File: src/design/sie_pkg.sv
// Shared types, constants and helpers for the body step integrator.
// Used by sie_ctrl, sie_dp and semi_implicit_euler_body_step. No dependencies.
package sie_pkg;

    localparam int FRAC_BITS  = 16;
    localparam int STEP_BITS  = 16;
    localparam int EXP_BITS   = 30;
    localparam int DIV_BITS   = 32 + FRAC_BITS;
    localparam int NORM_STEPS = 16;
    localparam int SQ_STEPS   = 16;
    localparam int NUM_ROOTS  = 16;
    localparam int CNT_W      = $clog2(DIV_BITS + 1);

    localparam logic [16:0] DAMP_ONE = 17'h10000;

    localparam logic REG_MASS = 1'b0;
    localparam logic REG_DAMP = 1'b1;

    typedef enum logic [4:0] {
        OP_NONE,
        OP_ADD_FORCE,
        OP_LOAD,
        OP_DIV_INIT,
        OP_DIV_STEP,
        OP_ACC_SAT,
        OP_MUL_ACC,
        OP_VEL_ADD,
        OP_NORM,
        OP_MUL_SQ,
        OP_SQ_USE,
        OP_MUL_MAG,
        OP_E_USE,
        OP_MUL_EXP,
        OP_EXP_USE,
        OP_FACTOR,
        OP_MUL_DAMP,
        OP_DAMP_USE,
        OP_MUL_POS,
        OP_POS_USE,
        OP_RESULT
    } dp_op_t;

    typedef struct packed {
        dp_op_t           op;
        logic             axis;
        logic [CNT_W-1:0] cnt;
    } dp_cmd_t;

    typedef struct packed {
        logic mass_zero;
    } dp_stat_t;

    typedef logic [NUM_ROOTS-1:0][EXP_BITS-1:0] root_tab_t;

    // 2^-(2^-i) in Q0.30 for i = 1..16, each a floor square root of the last
    function automatic root_tab_t calc_roots();
        root_tab_t   t;
        logic [63:0] root;
        logic [63:0] x;
        logic [63:0] r;
        logic [63:0] bit_v;
        root = 64'd1 << (EXP_BITS - 1);
        t    = '0;
        for (int i = 0; i < NUM_ROOTS; i++)
        begin
            x     = root << EXP_BITS;
            r     = 64'd0;
            bit_v = 64'd1 << 62;
            for (int j = 0; j < 32; j++)
            begin
                if (x >= r + bit_v)
                begin
                    x = x - (r + bit_v);
                    r = (r >> 1) + bit_v;
                end
                else
                begin
                    r = r >> 1;
                end
                bit_v = bit_v >> 2;
            end
            root = r;
            t[i] = root[EXP_BITS-1:0];
        end
        return t;
    endfunction

    localparam root_tab_t ROOT_TAB = calc_roots();

    function automatic logic [31:0] mag32(logic signed [31:0] a);
        return a[31] ? 32'(-a) : 32'(a);
    endfunction

    function automatic logic signed [33:0] apply_sign(logic [31:0] t, logic neg);
        logic signed [33:0] v;
        v = $signed({2'b00, t});
        return neg ? -v : v;
    endfunction

    function automatic logic signed [31:0] sat32(logic signed [33:0] v);
        if (v > 34'sh0_7FFF_FFFF)
            return 32'sh7FFF_FFFF;
        else if (v < -34'sh0_8000_0000)
            return -32'sh8000_0000;
        else
            return 32'(v);
    endfunction

endpackage

File: src/design/sie_dp.sv
// Datapath: config registers, force/velocity state, divider, shared multiplier.
// Driven by sie_ctrl through sie_pkg::dp_cmd_t; depends on sie_pkg.
module sie_dp
(
    input  logic                    clk,
    input  logic                    rst_n,
    input  sie_pkg::dp_cmd_t        cmd,
    output sie_pkg::dp_stat_t       stat,
    input  logic                    cfg_write,
    input  logic                    cfg_index,
    input  logic [31:0]             cfg_data,
    input  logic signed [31:0]      force_x,
    input  logic signed [31:0]      force_y,
    input  logic [15:0]             time_step,
    input  logic signed [31:0]      position_x,
    input  logic signed [31:0]      position_y,
    output logic signed [31:0]      new_x,
    output logic signed [31:0]      new_y,
    output logic signed [31:0]      speed_x,
    output logic signed [31:0]      speed_y,
    output logic                    status
);

    logic [31:0]                      mass_reg;
    logic [16:0]                      damp_reg;
    logic signed [31:0]               fsum_x_reg, fsum_y_reg;
    logic signed [31:0]               vel_x_reg, vel_y_reg;
    logic [15:0]                      step_reg;
    logic signed [31:0]               pos_x_reg, pos_y_reg;
    logic signed [31:0]               nx_reg, ny_reg;
    logic                             skip_reg;
    logic [sie_pkg::DIV_BITS-1:0]     quo_reg;
    logic [31:0]                      rem_reg;
    logic                             div_neg_reg;
    logic signed [31:0]               accel_reg;
    logic [16:0]                      m_reg;
    logic [4:0]                       k_reg;
    logic [15:0]                      frac_reg;
    logic [20:0]                      e_reg;
    logic [30:0]                      acc_reg;
    logic [63:0]                      prod_reg;
    logic                             neg_reg;
    logic signed [31:0]               out_x_reg, out_y_reg, spd_x_reg, spd_y_reg;
    logic                             status_reg;

    logic [31:0]        mul_a, mul_b;
    logic               mul_neg;
    logic signed [31:0] v_cur, p_cur, f_cur;
    logic [32:0]        rem_sh;
    logic [20:0]        mag_val;
    logic [17:0]        sq_val;
    logic [16:0]        damp_in;
    logic [3:0]         idx;

    assign v_cur   = cmd.axis ? vel_y_reg : vel_x_reg;
    assign p_cur   = cmd.axis ? pos_y_reg : pos_x_reg;
    assign f_cur   = cmd.axis ? fsum_y_reg : fsum_x_reg;
    assign rem_sh  = {rem_reg, quo_reg[sie_pkg::DIV_BITS-1]};
    assign mag_val = ({k_reg, 16'd0}) - {5'd0, frac_reg};
    assign sq_val  = prod_reg[33:16];
    assign idx     = cmd.cnt[3:0];
    assign damp_in = cfg_data[16:0];

    assign stat.mass_zero = (mass_reg == 32'd0);

    // operand select for the shared multiplier
    always_comb
    begin
        mul_a   = 32'd0;
        mul_b   = 32'd0;
        mul_neg = 1'b0;
        case (cmd.op)
            sie_pkg::OP_MUL_ACC:
            begin
                mul_a   = sie_pkg::mag32(accel_reg);
                mul_b   = {16'd0, step_reg};
                mul_neg = accel_reg[31];
            end
            sie_pkg::OP_MUL_SQ:
            begin
                mul_a = {15'd0, m_reg};
                mul_b = {15'd0, m_reg};
            end
            sie_pkg::OP_MUL_MAG:
            begin
                mul_a = {11'd0, mag_val};
                mul_b = {16'd0, step_reg};
            end
            sie_pkg::OP_MUL_EXP:
            begin
                mul_a = {1'b0, acc_reg};
                mul_b = {2'b00, sie_pkg::ROOT_TAB[idx]};
            end
            sie_pkg::OP_MUL_DAMP:
            begin
                mul_a   = sie_pkg::mag32(v_cur);
                mul_b   = {1'b0, acc_reg};
                mul_neg = v_cur[31];
            end
            sie_pkg::OP_MUL_POS:
            begin
                mul_a   = sie_pkg::mag32(v_cur);
                mul_b   = {16'd0, step_reg};
                mul_neg = v_cur[31];
            end
            default:
            begin
                mul_a = 32'd0;
            end
        endcase
    end

    always_ff @(posedge clk)
    begin
        prod_reg <= mul_a * mul_b;
        neg_reg  <= mul_neg;
    end

    // architectural state and config
    always_ff @(posedge clk or negedge rst_n)
    begin
        if (!rst_n)
        begin
            mass_reg   <= 32'd65536;
            damp_reg   <= sie_pkg::DAMP_ONE;
            fsum_x_reg <= '0;
            fsum_y_reg <= '0;
            vel_x_reg  <= '0;
            vel_y_reg  <= '0;
        end
        else
        begin
            if (cfg_write)
            begin
                if (cfg_index == sie_pkg::REG_MASS)
                    mass_reg <= cfg_data;
                else if (damp_in == 17'd0)
                    damp_reg <= 17'd1;
                else if (damp_in > sie_pkg::DAMP_ONE)
                    damp_reg <= sie_pkg::DAMP_ONE;
                else
                    damp_reg <= damp_in;
            end
            case (cmd.op)
                sie_pkg::OP_ADD_FORCE:
                begin
                    fsum_x_reg <= sie_pkg::sat32(34'(fsum_x_reg) + 34'(force_x));
                    fsum_y_reg <= sie_pkg::sat32(34'(fsum_y_reg) + 34'(force_y));
                end
                sie_pkg::OP_VEL_ADD:
                begin
                    if (cmd.axis)
                        vel_y_reg <= sie_pkg::sat32(34'(v_cur)
                            + sie_pkg::apply_sign(prod_reg[47:16], neg_reg));
                    else
                        vel_x_reg <= sie_pkg::sat32(34'(v_cur)
                            + sie_pkg::apply_sign(prod_reg[47:16], neg_reg));
                end
                sie_pkg::OP_DAMP_USE:
                begin
                    if (cmd.axis)
                        vel_y_reg <= sie_pkg::sat32(
                            sie_pkg::apply_sign(prod_reg[61:30], neg_reg));
                    else
                        vel_x_reg <= sie_pkg::sat32(
                            sie_pkg::apply_sign(prod_reg[61:30], neg_reg));
                end
                sie_pkg::OP_RESULT:
                begin
                    if (!skip_reg)
                    begin
                        fsum_x_reg <= '0;
                        fsum_y_reg <= '0;
                    end
                end
                default:
                begin
                end
            endcase
        end
    end

    // working registers
    always_ff @(posedge clk)
    begin
        case (cmd.op)
            sie_pkg::OP_LOAD:
            begin
                step_reg  <= time_step;
                pos_x_reg <= position_x;
                pos_y_reg <= position_y;
                skip_reg  <= stat.mass_zero;
                m_reg     <= damp_reg;
                k_reg     <= 5'd0;
                frac_reg  <= 16'd0;
            end
            sie_pkg::OP_DIV_INIT:
            begin
                quo_reg     <= {sie_pkg::mag32(f_cur), sie_pkg::FRAC_BITS'(0)};
                rem_reg     <= 32'd0;
                div_neg_reg <= f_cur[31];
            end
            sie_pkg::OP_DIV_STEP:
            begin
                if (rem_sh >= {1'b0, mass_reg})
                begin
                    rem_reg <= 32'(rem_sh - {1'b0, mass_reg});
                    quo_reg <= {quo_reg[sie_pkg::DIV_BITS-2:0], 1'b1};
                end
                else
                begin
                    rem_reg <= rem_sh[31:0];
                    quo_reg <= {quo_reg[sie_pkg::DIV_BITS-2:0], 1'b0};
                end
            end
            sie_pkg::OP_ACC_SAT:
            begin
                if (!div_neg_reg)
                    accel_reg <= (quo_reg > sie_pkg::DIV_BITS'(32'h7FFF_FFFF))
                        ? 32'sh7FFF_FFFF : $signed(quo_reg[31:0]);
                else
                    accel_reg <= (quo_reg > sie_pkg::DIV_BITS'(32'h8000_0000))
                        ? -32'sh8000_0000 : $signed(32'(-quo_reg[31:0]));
            end
            sie_pkg::OP_NORM:
            begin
                if (m_reg < sie_pkg::DAMP_ONE)
                begin
                    m_reg <= {m_reg[15:0], 1'b0};
                    k_reg <= k_reg + 5'd1;
                end
            end
            sie_pkg::OP_SQ_USE:
            begin
                if (sq_val[17])
                begin
                    m_reg    <= sq_val[17:1];
                    frac_reg <= {frac_reg[14:0], 1'b1};
                end
                else
                begin
                    m_reg    <= sq_val[16:0];
                    frac_reg <= {frac_reg[14:0], 1'b0};
                end
            end
            sie_pkg::OP_E_USE:
            begin
                e_reg   <= prod_reg[36:16];
                acc_reg <= 31'd1 << sie_pkg::EXP_BITS;
            end
            sie_pkg::OP_EXP_USE:
            begin
                if (e_reg[4'd15 - idx])
                    acc_reg <= prod_reg[60:30];
            end
            sie_pkg::OP_FACTOR:
            begin
                acc_reg <= acc_reg >> e_reg[20:16];
            end
            sie_pkg::OP_POS_USE:
            begin
                if (cmd.axis)
                    ny_reg <= sie_pkg::sat32(34'(p_cur)
                        + sie_pkg::apply_sign(prod_reg[47:16], neg_reg));
                else
                    nx_reg <= sie_pkg::sat32(34'(p_cur)
                        + sie_pkg::apply_sign(prod_reg[47:16], neg_reg));
            end
            sie_pkg::OP_RESULT:
            begin
                out_x_reg  <= skip_reg ? pos_x_reg : nx_reg;
                out_y_reg  <= skip_reg ? pos_y_reg : ny_reg;
                spd_x_reg  <= vel_x_reg;
                spd_y_reg  <= vel_y_reg;
                status_reg <= skip_reg;
            end
            default:
            begin
            end
        endcase
    end

    assign new_x   = out_x_reg;
    assign new_y   = out_y_reg;
    assign speed_x = spd_x_reg;
    assign speed_y = spd_y_reg;
    assign status  = status_reg;

endmodule

File: src/design/sie_ctrl.sv
// Sequencer for the body step: handshakes, iteration counts, datapath commands.
// Depends on sie_pkg; drives sie_dp.
module sie_ctrl
(
    input  logic                 clk,
    input  logic                 rst_n,
    input  logic                 in_valid,
    output logic                 in_stall,
    input  logic                 action,
    output logic                 out_valid,
    input  logic                 out_stall,
    input  sie_pkg::dp_stat_t    stat,
    output sie_pkg::dp_cmd_t     cmd
);

    typedef enum logic [4:0] {
        ST_IDLE, ST_CHK, ST_DINIT, ST_DIV, ST_ASAT, ST_AMUL, ST_AUSE, ST_NORM,
        ST_SQM, ST_SQU, ST_MAGM, ST_EUSE, ST_XM, ST_XU, ST_FAC, ST_DM, ST_DU,
        ST_PM, ST_PU, ST_FIN
    } state_t;

    localparam int CW = sie_pkg::CNT_W;

    state_t          state_reg, state_next;
    logic [CW-1:0]   cnt_reg, cnt_next;
    logic            axis_reg, axis_next;
    logic            out_valid_reg, out_valid_next;
    logic            out_free;

    assign in_stall  = (state_reg != ST_IDLE);
    assign out_valid = out_valid_reg;
    assign out_free  = !out_valid_reg || !out_stall;

    always_comb
    begin
        state_next     = state_reg;
        cnt_next       = cnt_reg;
        axis_next      = axis_reg;
        out_valid_next = out_valid_reg && out_stall;
        cmd.op         = sie_pkg::OP_NONE;
        cmd.axis       = axis_reg;
        cmd.cnt        = cnt_reg;
        case (state_reg)
            ST_IDLE:
            begin
                if (in_valid)
                begin
                    if (action)
                    begin
                        cmd.op     = sie_pkg::OP_LOAD;
                        state_next = ST_CHK;
                    end
                    else
                    begin
                        cmd.op = sie_pkg::OP_ADD_FORCE;
                    end
                end
            end
            ST_CHK:
            begin
                axis_next  = 1'b0;
                state_next = stat.mass_zero ? ST_FIN : ST_DINIT;
            end
            ST_DINIT:
            begin
                cmd.op     = sie_pkg::OP_DIV_INIT;
                cnt_next   = '0;
                state_next = ST_DIV;
            end
            ST_DIV:
            begin
                cmd.op   = sie_pkg::OP_DIV_STEP;
                cnt_next = cnt_reg + CW'(1);
                if (cnt_reg == CW'(sie_pkg::DIV_BITS - 1))
                    state_next = ST_ASAT;
            end
            ST_ASAT:
            begin
                cmd.op     = sie_pkg::OP_ACC_SAT;
                state_next = ST_AMUL;
            end
            ST_AMUL:
            begin
                cmd.op     = sie_pkg::OP_MUL_ACC;
                state_next = ST_AUSE;
            end
            ST_AUSE:
            begin
                cmd.op   = sie_pkg::OP_VEL_ADD;
                cnt_next = '0;
                if (!axis_reg)
                begin
                    axis_next  = 1'b1;
                    state_next = ST_DINIT;
                end
                else
                begin
                    axis_next  = 1'b0;
                    state_next = ST_NORM;
                end
            end
            ST_NORM:
            begin
                cmd.op   = sie_pkg::OP_NORM;
                cnt_next = cnt_reg + CW'(1);
                if (cnt_reg == CW'(sie_pkg::NORM_STEPS - 1))
                begin
                    cnt_next   = '0;
                    state_next = ST_SQM;
                end
            end
            ST_SQM:
            begin
                cmd.op     = sie_pkg::OP_MUL_SQ;
                state_next = ST_SQU;
            end
            ST_SQU:
            begin
                cmd.op   = sie_pkg::OP_SQ_USE;
                cnt_next = cnt_reg + CW'(1);
                if (cnt_reg == CW'(sie_pkg::SQ_STEPS - 1))
                begin
                    cnt_next   = '0;
                    state_next = ST_MAGM;
                end
                else
                begin
                    state_next = ST_SQM;
                end
            end
            ST_MAGM:
            begin
                cmd.op     = sie_pkg::OP_MUL_MAG;
                state_next = ST_EUSE;
            end
            ST_EUSE:
            begin
                cmd.op     = sie_pkg::OP_E_USE;
                cnt_next   = '0;
                state_next = ST_XM;
            end
            ST_XM:
            begin
                cmd.op     = sie_pkg::OP_MUL_EXP;
                state_next = ST_XU;
            end
            ST_XU:
            begin
                cmd.op   = sie_pkg::OP_EXP_USE;
                cnt_next = cnt_reg + CW'(1);
                if (cnt_reg == CW'(sie_pkg::NUM_ROOTS - 1))
                    state_next = ST_FAC;
                else
                    state_next = ST_XM;
            end
            ST_FAC:
            begin
                cmd.op     = sie_pkg::OP_FACTOR;
                axis_next  = 1'b0;
                state_next = ST_DM;
            end
            ST_DM:
            begin
                cmd.op     = sie_pkg::OP_MUL_DAMP;
                state_next = ST_DU;
            end
            ST_DU:
            begin
                cmd.op     = sie_pkg::OP_DAMP_USE;
                state_next = ST_PM;
            end
            ST_PM:
            begin
                cmd.op     = sie_pkg::OP_MUL_POS;
                state_next = ST_PU;
            end
            ST_PU:
            begin
                cmd.op = sie_pkg::OP_POS_USE;
                if (!axis_reg)
                begin
                    axis_next  = 1'b1;
                    state_next = ST_DM;
                end
                else
                begin
                    axis_next  = 1'b0;
                    state_next = ST_FIN;
                end
            end
            ST_FIN:
            begin
                if (out_free)
                begin
                    cmd.op         = sie_pkg::OP_RESULT;
                    out_valid_next = 1'b1;
                    state_next     = ST_IDLE;
                end
            end
            default:
            begin
                state_next = ST_IDLE;
            end
        endcase
    end

    always_ff @(posedge clk or negedge rst_n)
    begin
        if (!rst_n)
        begin
            state_reg     <= ST_IDLE;
            cnt_reg       <= '0;
            axis_reg      <= 1'b0;
            out_valid_reg <= 1'b0;
        end
        else
        begin
            state_reg     <= state_next;
            cnt_reg       <= cnt_next;
            axis_reg      <= axis_next;
            out_valid_reg <= out_valid_next;
        end
    end

endmodule

File: src/design/semi_implicit_euler_body_step.sv
// Top level of the 2D body integrator: controller plus datapath.
// Depends on sie_pkg, sie_ctrl and sie_dp.
//
// One body, Q16.16 fixed point. An add-force item (action 0) is taken while
// idle and adds its force into a saturating accumulator; it gives no result.
// A tick item (action 1) runs two 48-step restoring divisions (force / mass,
// one bit a cycle), 16 normalize steps and 16 squaring steps for log2 of the
// damping, 16 exp2 steps, then damping and position updates, all multiplies
// going through one shared 32x32 multiplier with a registered product. A tick
// with zero mass reports status 1 with the state untouched. The result sits
// in an output register; the next item is taken while it waits, but a later
// tick holds at its end until that slot is free. Config writes (index 0 mass,
// index 1 damping, clamped to 1..65536) are meant to land while the block is
// idle.
module semi_implicit_euler_body_step
(
    input  logic                clk,
    input  logic                rst_n,
    input  logic                in_valid,
    output logic                in_stall,
    input  logic                action,
    input  logic signed [31:0]  force_x,
    input  logic signed [31:0]  force_y,
    input  logic [15:0]         time_step,
    input  logic signed [31:0]  position_x,
    input  logic signed [31:0]  position_y,
    output logic                out_valid,
    input  logic                out_stall,
    output logic signed [31:0]  new_x,
    output logic signed [31:0]  new_y,
    output logic signed [31:0]  speed_x,
    output logic signed [31:0]  speed_y,
    output logic                status,
    input  logic                cfg_write,
    input  logic                cfg_index,
    input  logic [31:0]         cfg_data
);

    sie_pkg::dp_cmd_t  cmd;
    sie_pkg::dp_stat_t stat;

    sie_ctrl u_ctrl
    (
        .clk       (clk),
        .rst_n     (rst_n),
        .in_valid  (in_valid),
        .in_stall  (in_stall),
        .action    (action),
        .out_valid (out_valid),
        .out_stall (out_stall),
        .stat      (stat),
        .cmd       (cmd)
    );

    sie_dp u_dp
    (
        .clk        (clk),
        .rst_n      (rst_n),
        .cmd        (cmd),
        .stat       (stat),
        .cfg_write  (cfg_write),
        .cfg_index  (cfg_index),
        .cfg_data   (cfg_data),
        .force_x    (force_x),
        .force_y    (force_y),
        .time_step  (time_step),
        .position_x (position_x),
        .position_y (position_y),
        .new_x      (new_x),
        .new_y      (new_y),
        .speed_x    (speed_x),
        .speed_y    (speed_y),
        .status     (status)
    );

endmodule
File: config.mk
export PLATFORM = sky130hd
export DESIGN_NAME = semi_implicit_euler_body_step
export DESIGN_NICKNAME = d
export VERILOG_FILES = /design/src/design/sie_pkg.sv /design/src/design/sie_dp.sv /design/src/design/sie_ctrl.sv /design/src/design/semi_implicit_euler_body_step.sv
export SDC_FILE = /design/constraint.sdc
export NUM_CORES = 2
export LEC_CHECK = 0
export BUFFER_PORTS_ARGS = -buffer_cell sky130_fd_sc_hd__buf_2
export CAP_MARGIN = 20
export CORE_MARGIN = 1.5
export CORE_UTILIZATION = 30
export DETAILED_ROUTE_END_ITERATION = 10
export GPL_TIMING_DRIVEN = 0
export SKIP_CTS_REPAIR_TIMING = 1
export SLEW_MARGIN = 20
export SYNTH_ARGS = -nofsm -noshare
export SYNTH_HDL_FRONTEND = slang
export SYNTH_SLANG_ARGS = --single-unit
File: constraint.sdc
create_clock -name clk -period 35 [get_ports clk]
set_input_delay 10.5 -clock clk [delete_from_list [all_inputs] [get_ports clk]]
set_output_delay 10.5 -clock clk [all_outputs]
set_load 0.005 [all_outputs]
Word level (Yosys, flattened, before mapping)
Memories as Yosys holds them, arrays and structs flattened.
Cells that the tools add are included.
- add/subtract/negate cells: 15
- $mul: 1
- div/mod/pow operators: 0
- $lt $le $gt $ge: 17
- eq/ne operators: 53
- shift-type cells: 1
- multiplexer cells: 74
- bitwise logic cells: 2
- reductions and logical operators: 35
- operator list (cell ; count):
    $mux 32 ; 27
    $pmux 32 s2 ; 5
    $gt 34x32->1 const B ; 5
    $lt 34x32->1 const B ; 5
    $pmux 32 s5 ; 1
    $neg 32->32 ; 4
    $pmux 31 s4 ; 1
    $pmux 5 s20 ; 1
    $pmux 48 s2 ; 1
    $pmux 5 s19 ; 1
    $pmux 31 s3 ; 1
    $eq 5x4->1 const B ; 16
    $add 32x34->34 ; 2
    $mux 17 ; 4
    $mux 34 ; 2
    $neg 32->34 ; 2
    $add 32x32->33 ; 2
    $mul 32x31->62 ; 1
    $pmux 17 s3 ; 1
    $mux 5 ; 10
    $gt 48x31->1 const B ; 1
    $gt 48x32->1 const B ; 1
    $eq 5x5->1 const B ; 9
    $eq 5x3->1 const B ; 8
    other kinds (43) ; 87
- register bits: 730
- latch bits: 0
- RAM bits: 0
- memory bits (read-only): 480
- input bits: 183
- output and inout port bits: 131
- logic and storage cells: 231
- memories: 1
- memory list (name ; depth ; width ; rd ports ; clocked after memory_dff ; write ports ; line ; RTL):
    (name not given) ; 16 ; 30 ; 1 ; 0 ; 0 ; sie_dp.sv:92 ; mul_b = {2'b00, sie_pkg::ROOT_TAB[idx]};

Depth between registers and ports, before layout
- depth in word-level cells: 8
- depth in mapped cells: 49

Cells and area by module
A second synthesis with hierarchy kept.
- cells, all modules: 7923
- area, all modules: 74841.8 µm²
- modules (own cells, without submodules) (module ; instances ; cells an instance ; area an instance (µm²) ; seq. area each (µm²)):
    sie_dp ; 1 ; 7792 ; 73753.2 ; 19696.4
    sie_ctrl ; 1 ; 131 ; 1088.5 ; 325.3

Worst setup path after synthesis
No wires, ideal clock.
- path type: input -> register
- start: in out_stall
- end: reg u_dp.fsum_y_reg[11]
- library setup time: 146 ps
- arrival: 18642 ps
- data required time: 34854 ps
- path slack: 16212 ps
- cell stages on the path: 5
- cell sequence: a21oi_1 -> a21oi_1 -> clkbuf_1 -> nand2_1 -> o211ai_1
- word-level cells in the longest chain between the ends: 7
- elaborated cells on any way between the ends: 10
- classes of those cells: 3 x eq/ne; 3 x mux; 4 x reduce/logical
- RTL lines (element ; line ; RTL):
    start: declaration ; semi_implicit_euler_body_step.sv:28 ; input logic out_stall,
    $logic_not 1->1 (*) ; sie_ctrl.sv:32 ; assign out_free = !out_valid_reg || !out_stall;
    $logic_or 1x1->1 (*) ; sie_ctrl.sv:32 ;
    $mux 5 (*) ; sie_ctrl.sv:193 ; if (out_free)
    $pmux 5 s19 (*) ; sie_ctrl.sv:43 ; case (state_reg)
    $eq 5x5->1 or $eq 5x1->1 (tied branches) ; n/a ;
    $ne 2x2->1 (no line) or $reduce_bool 2->1 (tied branches) ; n/a ;
    $reduce_and 2->1 (no line) ; n/a ;
    end signal: assignment ; sie_dp.sv:148 ; fsum_y_reg <= sie_pkg::sat32(34'(fsum_y_reg) + 34'(force_y));
    end: declaration ; sie_dp.sv:26 ; logic signed [31:0] fsum_x_reg, fsum_y_reg;
Every way passes the cells marked *; elsewhere a longest branch is shown, timed or not.
A chain may end at the register's enable or synchronous reset.

Final worst setup path
- start: in in_valid
- end: reg u_dp.prod_reg[61]
- word-level cells in the longest chain between the ends: 6
- elaborated cells on any way between the ends: 13
- classes of those cells: 1 x mul; 6 x eq/ne; 4 x mux; 2 x reduce/logical
- RTL lines (element ; line ; RTL):
    start: declaration ; semi_implicit_euler_body_step.sv:19 ; input logic in_valid,
    $mux 5 (*) ; sie_ctrl.sv:46 ; if (in_valid)
    $pmux 5 s19 (*) ; sie_ctrl.sv:43 ;
    $eq 5x3->1, or another cell as far along ; sie_dp.sv:72 ; case (cmd.op)
    $reduce_or 3->1 (no line) or $reduce_or 2->1 (tied branches) ; n/a ;
    $pmux 31 s4 or $pmux 32 s5 (tied branches) ; sie_dp.sv:72 ;
    $mul 32x31->62 (*) ; sie_dp.sv:115 ; prod_reg <= mul_a * mul_b;
    end signal: assignment ; sie_dp.sv:115 ;
    end: declaration ; sie_dp.sv:41 ; logic [63:0] prod_reg;
Marks and branches as above.

==> run summary <==
Status: finished clean
Via count: 62698
Starting DRT DRC Count: 7271
Worst slack at placement: 12.77 ns
Max FFs per register: 48
# rows: 182
Max Slew Vio Count: 0
TritonCTS clock tree: done
RSZ-0062 raised after global routing: no
Vias in the first global route: 62121
Worst path required time: 35.50 ns
First-pass GRT wire length: 448000 µm
Dominant cell type by area after synthesis: fa_1
ANT nets after route: 0
Crit Path Category: in2reg
Total track usage: 0.248
Min Clock Period, post-route: 21.50 ns
Die span in x: 500 µm
I/O pins: 314
Cell area after layout: 83500 µm²
# fillers: 25173
Share of cells above drive strength 1: 0.0932
Power Density: 27.2 nW/µm²
DP Wirelength: 261000 µm
Reg clk slew, reported paths: 0.06 ns
Sequential share of the synthesized area: 0.271
Ranking of synthesized cells by area: fa_1 (24%), edfxtp_1 (19%), ha_1 (7.2%)
Slew @ Worst Pin: 1.34 ns
# DRC: 0
Area grow syn2layout: 12.8%
Reg2reg start: u_ctrl.axis_reg$_DFFE_PN0P_
Root Driver: clkbuf_16
Routed WL: 315000 µm
Leftover overflow at the end of global routing: 0
Final setup fails: 0
Switch share: 0.292
Syn_nets: 9346
Inst Count DP: 11476
Vias per Instance: 5.39
Hold_ws: 0.461 ns
Peak supply drop: 0.0000442 V
Num CTS Buffers: 78
Post-Syn Instances: 7869
Flip-flop and latch count after synthesis: 714
Setup Skew: 0.116 ns
Top_reg_cell synth: edfxtp_1
Clock Sinks: 714
Later-pin clock latency in the skew report: 0.76 ns
Worst min-delay path startpoint: u_dp.vel_x_reg[26]$_DFFE_PN0P_
R2r setup slk: 16.28 ns
Clock power frac: 0.379
Final period util: 0.614
Internal Pwr Total: 1.61 mW
Logic pwr share: 0.173
Yosys warning count: 0
Synth Area per Inst: 9.40 µm²
Final hold vios: 0
Delay of the slowest critical-path stage: 1.11 ns
Synthesized cell area: 74000 µm²
Buffers on Ports: 313
Placed inst area: 80800 µm²
Crit end category: register
Setup TNS: 0 ns
Die Span Y: 500 µm
Pre-Repair DR Iteration Count: 6
Largest net degree at the start of global routing: 85
Net switching power: 0.665 mW
Sequential share of power: 0.448
Number of library cell types mapped by synthesis: 96
Fin util: 0.340
CTS Buffer Depth: 3
RePlAce Congestion: 1.06
Fmax: 0.0465 GHz
Leakage: 37.4 nW
Slowest CP cell: o221ai_1
Max-cap check violation count: 0
Starting density of the core: 0.301
Core ar.: 246000 µm²
Hold crit path type: reg2reg
Nets: 9814
Post-DR wirelength/cell: 27.1 µm
Worst Path Arrival: 22.01 ns
CP Launch Point: in_valid
CP dominant cell by count: fa_1
Setup crit start kind: input port
Post-synth EDFFs: 477
Setup WS post-layout: 13.50 ns
Commonest cells in the netlist: nand2_1 (1068), inv_1 (1058), fa_1 (869)
Die area: 250000 µm²
Async SR Flop Fraction: 0.266
Tot Pwr: 2.28 mW
Non-filler instance count after layout: 11633
Initial antenna violation count: 22
Slew headroom: 0.109
H-tree depth: 3
Max Fanout on Critical Path: 10
Top cell type's share of synthesized area: 0.235
Count leader, synth: nand2_1
[layout by cell type, fill, tap and decap left out, types with 33 or more instances in the layout]
cell,instances
a21o_1,163
a21oi_1,344
a221o_1,33
a22o_1,58
a31oi_1,41
and2_1,96
buf_2,354
clkbuf_1,359
clkbuf_16,81
dfrtp_1,188
dfxtp_1,47
edfxtp_1,477
fa_1,869
ha_1,425
inv_1,1057
mux2_2,122
mux2i_1,102
nand2_1,1068
nand2b_1,47
nand3_1,74
nand4_1,46
nor2_1,686
nor2b_1,54
nor3_1,71
o211ai_1,61
o21ai_0,330
o21bai_1,36
o31ai_1,86
or3_1,63
xnor2_1,205
xor2_1,141
[power by group through the flow]
stage	Sequential (mW)	Clock [mW]	Combinational [mW]
after floorplan	1.01	0	0.290
after global placement	1.03	0	0.380
after detailed placement	1.03	0	0.390
after CTS	1.02	0.881	0.391
after global routing	1.02	0.907	0.442
final	1.02	0.863	0.393
[final cells by class]
class	instances	area, µm²	share of cell area
tap	3220	4030	0.0482
clock buffer	105	2190	0.0262
clock inverter	39	479	0.00574
timing repair buffer	388	2400	0.0287
inverter	1060	3980	0.0477
sequential	714	20000	0.240
multi-input combinational	5698	48800	0.585
buffer	397	1530	0.0183
antenna	12	30.0	0.000360
[per-layer routing]
layer / vias to the layer above / wire (µm) / GRT usage / part of all wire
met3: 645 / 31700 / 0.0596 / 0.10
met1: 31531 / 128000 / 0.329 / 0.41
li1: 27230 / - / - / -
met5: - / 66 / 0 / 0.00021
met4: 10 / 18600 / 0.125 / 0.059
met2: 3282 / 136000 / 0.377 / 0.43
[worst paths after layout]
check / to / cells past startpoint
worst max register to register: u_dp.prod_reg[61]$_DFF_P_ / 46
worst min register to register: u_dp.speed_x[26]$_DFFE_PN_ / 0
worst min-delay path: u_dp.speed_x[26]$_DFFE_PN_ / 0
max in group asynchronous: u_dp.vel_y_reg[6]$_DFFE_PN0P_ / 3
worst max-delay path: u_dp.prod_reg[61]$_DFF_P_ / 30
min in group asynchronous: u_dp.damp_reg[3]$_DFFE_PN0P_ / 1
[logic make-up after synthesis]
| group | share of synthesized area |
|---|---|
| simple gates | 0.140 |
| buf+inv | 0.0743 |
| compound gates | 0.130 |
| fa+ha+maj | 0.307 |
| flops | 0.271 |
| xor+xnor | 0.0409 |
| mux | 0.0381 |
[critical path, delay by kind of cell]
kind	cells	cell delay [ns]
AOI/OAI and AO/OA	8	3.86
buffers and inverters	5	1.09
adders and majority gates	9	4.27
xor gates and xnor gates	1	0.60
and+or+nand+nor	7	1.60
Power figures use the tool's default switching activity.
